===== src/smae_pkg.sv =====
package smae_pkg;

  localparam int unsigned STACK_DEPTH_DEF  = 1024;
  localparam int unsigned GLOBAL_SLOTS_DEF = 256;

  typedef enum logic [3:0] {
    CMD_HALT  = 4'd0,
    CMD_PUSHC = 4'd1,
    CMD_ADD   = 4'd2,
    CMD_SUB   = 4'd3,
    CMD_MUL   = 4'd4,
    CMD_DIV   = 4'd5,
    CMD_MOD   = 4'd6,
    CMD_RDINT = 4'd7,
    CMD_WRINT = 4'd8,
    CMD_RDCHR = 4'd9,
    CMD_WRCHR = 4'd10,
    CMD_PUSHG = 4'd11,
    CMD_POPG  = 4'd12
  } cmd_e;

  typedef enum logic [2:0] {
    ST_OK   = 3'd0,
    ST_HALT = 3'd1,
    ST_DIVZ = 3'd2,
    ST_BADG = 3'd3,
    ST_OVF  = 3'd4,
    ST_UNF  = 3'd5
  } status_e;

  localparam logic [1:0] KIND_NONE = 2'd0;
  localparam logic [1:0] KIND_INT  = 2'd1;
  localparam logic [1:0] KIND_CHR  = 2'd2;

  typedef enum logic [2:0] {
    S_IDLE,
    S_RD1,
    S_RD2,
    S_DIV,
    S_DONE
  } state_e;

  // controller to datapath
  typedef struct packed {
    logic load;      // capture instruction
    logic rd_top;    // read stack[sp-1]
    logic rd_next;   // read stack[sp-2]
    logic div_start;
    logic finish;    // commit and present result
  } ctrl_t;

  // datapath to controller
  typedef struct packed {
    logic need_two;
    logic is_div;
    logic div_busy;
    logic early;     // result known without stack reads
  } stat_t;

endpackage


===== src/smae_ctrl.sv =====
module smae_ctrl
  import smae_pkg::*;
(
  input  logic  clk_i,
  input  logic  rst_ni,
  input  logic  in_valid_i,
  output logic  in_ready_o,
  output logic  out_valid_o,
  input  logic  out_ready_i,
  input  stat_t stat_i,
  output ctrl_t ctrl_o
);
  state_e state_q, state_d;
  logic   ov_q, ov_d;

  always_ff @(posedge clk_i or negedge rst_ni) begin
    if (!rst_ni) begin
      state_q <= S_IDLE;
      ov_q    <= 1'b0;
    end else begin
      state_q <= state_d;
      ov_q    <= ov_d;
    end
  end

  always_comb begin
    state_d = state_q;
    ctrl_o  = '0;
    ov_d    = ov_q;
    if (out_ready_i) ov_d = 1'b0;
    // new item only once the output register is free
    in_ready_o = (state_q == S_IDLE) && (!ov_q || out_ready_i);
    case (state_q)
      S_IDLE: begin
        if (in_valid_i && in_ready_o) begin
          ctrl_o.load = 1'b1;
          state_d = S_RD1;
        end
      end
      S_RD1: begin
        if (stat_i.early) begin
          state_d = S_DONE;
        end else begin
          ctrl_o.rd_top = 1'b1;
          state_d = stat_i.need_two ? S_RD2 : S_DONE;
        end
      end
      S_RD2: begin
        ctrl_o.rd_next = 1'b1;
        state_d = S_DIV;
      end
      S_DIV: begin
        if (stat_i.is_div) begin
          ctrl_o.div_start = 1'b1;
        end
        state_d = S_DONE;
      end
      S_DONE: begin
        if (!stat_i.div_busy) begin
          ctrl_o.finish = 1'b1;
          ov_d = 1'b1;
          state_d = S_IDLE;
        end
      end
      default: state_d = S_IDLE;
    endcase
  end

  assign out_valid_o = ov_q;

  a_fin_idle: assert property (@(posedge clk_i) disable iff (!rst_ni)
    ctrl_o.finish |=> state_q == S_IDLE && out_valid_o)
    else $error("finish did not present result");
  a_load_free: assert property (@(posedge clk_i) disable iff (!rst_ni)
    ctrl_o.load |-> (!ov_q || out_ready_i))
    else $error("load while result pending");
  a_div_wait: assert property (@(posedge clk_i) disable iff (!rst_ni)
    ctrl_o.div_start |=> state_q == S_DONE && !ctrl_o.finish)
    else $error("finish too early after divide start");
endmodule


===== config.mk =====
export PLATFORM = sky130hd
export DESIGN_NAME = smae_ctrl
export DESIGN_NICKNAME = d
export VERILOG_FILES = /design/src/smae_pkg.sv /design/src/smae_ctrl.sv
export SDC_FILE = /design/constraint.sdc
export NUM_CORES = 1
export LEC_CHECK = 0
export ABC_CLOCK_PERIOD_IN_PS = 1500
export BUFFER_PORTS_ARGS = -buffer_cell sky130_fd_sc_hd__buf_2
export CAP_MARGIN = 20
export CORE_AREA = 2 2 39 41
export DETAILED_ROUTE_END_ITERATION = 16
export DIE_AREA = 0 0 41 43
export PLACE_DENSITY_LB_ADDON = 0.15
export SYNTH_ARGS = -nofsm -noshare
export SYNTH_HDL_FRONTEND = slang
export SYNTH_SLANG_ARGS = --single-unit

===== constraint.sdc =====
create_clock -name clk_i -period 1.5 [get_ports clk_i]
set_clock_uncertainty 0.2 [all_clocks]
set_input_delay 0.15 -clock clk_i [delete_from_list [all_inputs] [get_ports clk_i]]
set_output_delay 0.15 -clock clk_i [all_outputs]
set_load 0.01 [all_outputs]

==> out/metrics.csv, run 1 <==
metric,value,unit
DRC violations left,0,
Syn Std Cell Area,234.0,um2
Die ar.,0.001763,mm2
RSZ-0062 raised after global routing,true,
Pins Over Slew Limit,0,
CP max stage delay,0.45,ns
Area Growth Syn to Fin,77.01,%
Crit. End Element,output port,
crit path launch,state_q[2],
Yosys reg bits,4,
Placed Cells,53,
TritonCTS buffer count,3,
Worst-Skew Late Latency,0.23,ns
Final HPWL DP,402.4,um
Worst Setup Path Type,flip-flop to output port,
Post-Synthesis Cells,24,
Worst EP arrival,1.21,ns
P_int,505.4,uW
Clock Sinks,4,
antenna-violating nets left,0,
Final Hold Fails,0,
core area,0.001384,mm2
root buf cell,clkbuf_4,
"top cells by area, synth","dfrtp_1, nor4b_4, nor2_1, nor3b_1, buf_6",
highest achievable clock rate,641.6,MHz
FF-to-FF setup slack,0.23,ns
FF+latch area,103.9,um2
CTS tree,done,
Netlist cell types,14,
final RePlAce weighted congestion,0.7251,
Combinational Power Share,53.5,%
Worst path depth,3,
drt wl/cell,9.438,um
Least-Margin Pin Slew,0.2210,ns
share of cells above drive strength 1,62.50,%
Final min period,1.559,ns
r2r startpoint,state_q[1],
Startpoint Class,flip-flop,
fin nets,58,
worst reg2reg path endpoint,state_q[1],
CP max FO,6,
area of the multi-input gates,132.6,um2
final instance area,414.1,um2
crit path to,ctrl_o[4],
Die Y,43,um
via/cell ratio,4.031,
Final setup viols,1,
Max H-tree Level,1,
Avg Inst Size Synth,9.749,um2
Iteration-0 DRC Markers,5,
"critical path, cell by cell",nor4b_4 -> and2_1 -> buf_2,
DP Area,312.8,um2
Initial Utilization,16.91,%
I/O pin count,15,
die width,41,um
sequential share of the synthesized area,42.78,%
final wirelength,604,um
drt first pass iters,2,
row count,14,
largest net degree at the start of global routing,7,
CP top delay family,flip-flops,
failing checks,negative setup slack,
Psw,312.8,uW
Max Cap Viol,0,
final worst path period share,103.9,%
vias after detailed routing,258,
GRT Overall Usage,7.871,%
CP Buf/Inv Count,1,
max_slew headroom,85.23,%
"non-filler cells, final",64,
Critical Path RT,1.15,ns
CTS clock-pin slew for the worst setup and hold paths,0.04,ns
Fillers,155,
min-delay worst type,input pin to flip-flop,
first-pass GRT wire length,903,um
"Worst Setup Slack, final",-0.05872,ns
gr ovfl total,0,
P_leak,0.0002141,uW
final core occ,29.93,%
Seq pwr share,29.8,%
synth warn,0,
deepest clock path buffer count,2,
outcome,"finished, violations left",
Peak VDD IR,539.1,uV
Post-Syn Nets,32,
Pwr Density,1976,mW/mm2
setup_tns,-0.05872,ns
CP max stage cell,dfrtp_2,
clock power share,16.7,%
# diodes,0,
# port buffers,14,
antenna violations before repair,0,
worst reg2reg path depth,4,
leading area contributor after synthesis,dfrtp_1,
post-synth top area share,42.78,%
PnR Total Power,818.2,uW
switching share of total power,38.23,%
vias in the first global route,253,
==> through the flow <==
step	hold slack, ns	worst slack (ns)
after floorplan	-0.3456	0.1464
final	0.03333	-0.05872
after CTS	0.03144	-0.06829
after global routing	0.07449	-0.1226
after global placement	-0.2361	0.1423
after detailed placement	-0.2414	0.1314
==> state kept, by name, indices dropped and copies added (netlist names) <==
| register | count |
|---|---|
| state_q | 3 |
| out_valid_o | 1 |
==> power groups by stage <==
stage	Combinational [uW]	Clock, uW	Sequential [uW]
global route	482	146	255
finish	438	136	244
floorplan	242	0	226
detailed placement	301	0	261
global placement	304	0	258
CTS	378	138	256
==> layout by cell type, fill, tap and decap left out, types with 2 or more instances in the layout <==
master / n
nand2_1: 2
dlygate4sd3_1: 2
nor2_1: 4
dfrtp_2: 3
o21ai_0: 2
clkbuf_4: 3
buf_2: 14
buf_4: 6
==> cell families (layout without fill, tap and decap cells) <==
family / Yosys count / after routing / synth area share (%)
buf+inv: 1 / 25 / 4.812
flops: 4 / 4 / 42.78
compound gates: 3 / 3 / 6.415
simple gates: 15 / 15 / 41.71
mux: 1 / 1 / 4.278
==> layer usage <==
layer,vias to the layer above,global-route usage (%),wire (um)
li1,131,-,-
met1,120,7.843,234
met2,7,12.19,333
met3,0,1.571,36
met4,0,8.000,0
met5,-,0,0
==> Yosys cell counts (all sizes together) <==
master and instances:
nor4b 1, nor2 4, nand2b 2, o21ai 2, nor3 2, nand3 1, nand2 2, mux2i 1
buf 1, a21oi 1, nor3b 2, and2 1, dfrtp 4
==> area by class of cell <==
class / instances / share of cell area, %
well taps: 16 / 4.834
clock buffers: 3 / 5.438
multi-input cells: 19 / 32.02
repair buffers: 22 / 32.63
flip-flops and latches: 4 / 25.08
==> worst min-delay path by stage <==
stage               startpoint  cells after the start  slack [ns]          end
global route            rst_ni                      2        0.07  out_valid_o
CTS                 in_valid_i                      3        0.03   state_q[0]
detailed placement      rst_ni                      1       -0.24   state_q[2]
global placement        rst_ni                      1       -0.24   state_q[0]
floorplan               rst_ni                      0       -0.35  out_valid_o
finish              in_valid_i                      3        0.03   state_q[0]
==> worst register-to-register path, cell delays in order, from the launching register on <==
cell and delay, ns:
dfrtp_2 0.43, buf_4 0.16, nor3b_1 0.22, mux2i_1 0.11, nor2_1 0.09
==> timing repair <==
| action | in CTS | in global routing |
|---|---|---|
| endpoints found under the setup margin | 5 | 5 |
| pin swaps | 1 | 1 |
| hold endpoints to repair | 5 | 0 |
| buffers inserted | 3 | 3 |
| gates resized for setup | 4 | 1 |
| hold buffers | 2 | 0 |
(Power assumes the default switching activity.)
==> run 2: changes to the inputs <==
--- a/config.mk
+++ b/config.mk
@@ -12,6 +12,7 @@
 export DETAILED_ROUTE_END_ITERATION = 16
 export DIE_AREA = 0 0 41 43
 export PLACE_DENSITY_LB_ADDON = 0.15
+export RECOVER_POWER = 25
 export SYNTH_ARGS = -nofsm -noshare
 export SYNTH_HDL_FRONTEND = slang
 export SYNTH_SLANG_ARGS = --single-unit
==> run 2 against run 1 <==
Worst setup slack about the same. Largest cell class unchanged. Critical endpoint unchanged. Global-route usage unchanged. Sequential power about the same. The run still ends with negative setup slack left. Core utilization decreased by 0.090 points.
==> out/metrics.csv, run 2 (synthesized netlist as in run 1, its figures left out) <==
metric,value,unit,change
outcome,"finished, violations left",,unchanged
failing checks,negative setup slack,,unchanged
Final setup viols,1,,unchanged
Final HPWL DP,402.4,um,unchanged
Placed Cells,53,,unchanged
share of cells above drive strength 1,60.42,%,was 62.50%
Fillers,156,,was 155
final wirelength,602,um,was 604 um
Clock Sinks,4,,unchanged
die width,41,um,unchanged
max reg flops,3,,unchanged
CTS tree,done,,unchanged
largest net degree at the start of global routing,7,,unchanged
Worst Setup Path Type,flip-flop to output port,,unchanged
vias in the first global route,253,,unchanged
setup_tns,-0.05872,ns,about the same
I/O pin count,15,,unchanged
"non-filler cells, final",64,,unchanged
Pwr Density,1981,mW/mm2,was 1976 mW/mm2
Peak VDD IR,539.1,uV,about the same
# diodes,0,,unchanged
Worst EP arrival,1.21,ns,about the same
DP Area,312.8,um2,unchanged
"commonest non-fill, non-tap cell in the layout",buf_2,,unchanged
worst hold slack,0.03333,ns,about the same
Die Y,43,um,unchanged
Max H-tree Level,1,,unchanged
Initial Utilization,16.91,%,unchanged
drt first pass iters,2,,unchanged
Crit. End Element,output port,,unchanged
core area,0.001384,mm2,unchanged
Startpoint Class,flip-flop,,unchanged
most frequent cells in the layout,"buf_2, buf_4, nor2_1",,unchanged
Die ar.,0.001763,mm2,unchanged
CP max FO,6,,unchanged
first-pass GRT wire length,903,um,unchanged
Least-Margin Pin Slew,0.2210,ns,unchanged
final worst path period share,103.9,%,about the same
Critical Path RT,1.15,ns,about the same
antenna violations before repair,0,,unchanged
highest achievable clock rate,641.6,MHz,unchanged
via/cell ratio,4.031,,unchanged
# port buffers,14,,unchanged
RSZ-0062 raised after global routing,true,,unchanged
Final Hold Fails,0,,unchanged
PnR Total Power,817.9,uW,was 818.2 uW
max_slew headroom,85.23,%,unchanged
deepest clock path buffer count,2,,unchanged
"Worst Setup Slack, final",-0.05872,ns,about the same
final instance area,412.9,um2,was 414.1 um2
Max Cap Viol,0,,unchanged
Worst-Skew Late Latency,0.23,ns,about the same
min-delay worst type,input pin to flip-flop,,unchanged
Final min period,1.559,ns,about the same
root buf cell,clkbuf_4,,unchanged
P_leak,0.0002114,uW,was 0.0002141 uW
gr ovfl total,0,,unchanged
Biggest register,state_q,,unchanged
Area Growth Syn to Fin,76.47,%,was 77.01%
DRC violations left,0,,unchanged
row count,14,,unchanged
final RePlAce weighted congestion,0.7251,,unchanged
vias after detailed routing,258,,unchanged
GRT Overall Usage,7.871,%,unchanged
Pins Over Slew Limit,0,,unchanged
antenna-violating nets left,0,,unchanged
drt wl/cell,9.406,um,was 9.438 um
TritonCTS buffer count,3,,unchanged
CTS clock-pin slew for the worst setup and hold paths,0.04,ns,about the same
fin nets,58,,unchanged
Iteration-0 DRC Markers,5,,unchanged
## run 2: metal layers
| metal | wire length, um | share of wire (%) | global-route usage (%) |
|---|---|---|---|
| met1 | 232 | 39 | 7.843 |
| met2 | 333 | 55 | 12.19 |
| met3 | 36 | 6.0 | 1.571 |
| met4 | 0 | 0 | 8.000 |
| met5 | 0 | 0 | 0 |
## run 2: final timing paths
| check | from | to | slack [ns] | cells after the start |
|---|---|---|---|---|
| max | state_q[2] | ctrl_o[4] | -0.06 | 3 |
| min | in_valid_i | state_q[0] | 0.03 | 3 |
| max reg2reg | state_q[1] | state_q[1] | 0.23 | 4 |
| min reg2reg | state_q[0] | state_q[0] | 0.32 | 1 |
| max in group asynchronous | rst_ni | state_q[0] | 0.83 | 2 |
| min in group asynchronous | rst_ni | out_valid_o | 0.07 | 2 |
## run 2: through the flow
step,util [%],setup slack [ns]
finish,29.84,-0.05872
global placement,22.60,0.1423
CTS,27.94,-0.06829
floorplan,-,0.1464
global route,29.84,-0.1226
detailed placement,22.60,0.1314
## run 2: cell type report
class / instances / area, um2 / area share, %
Tap cell: 16 / 20.02 / 4.848
Clock buffer: 3 / 22.52 / 5.455
Multi-Input combinational cell: 19 / 132.6 / 32.12
Sequential cell: 4 / 103.9 / 25.15
Timing Repair Buffer: 22 / 133.9 / 32.42
## run 2: timing repair
| item | CTS | global route |
|---|---|---|
| gates resized for setup | 4 | 1 |
| pin swaps | 1 | 1 |
| gates cloned | 0 | 0 |
| hold buffers | 2 | 0 |
| setup buffers | 3 | 3 |
| setup endpoints to repair | 5 | 5 |
| endpoints found under the hold margin | 5 | 0 |
## run 2: power breakdown
group          internal [uW]  total (uW)  switching, uW  leakage, uW
clock                   89.7         136           46.6    0.0000138
sequential               166         244           77.9    0.0000484
combinational            249         438            188     0.000149
total                    505         818            313     0.000211
## run 2: critical path, cell delays in order (launching register included)
cell     delay [ns]
dfrtp_2        0.45
nor4b_4        0.27
and2_1         0.15
buf_2          0.12
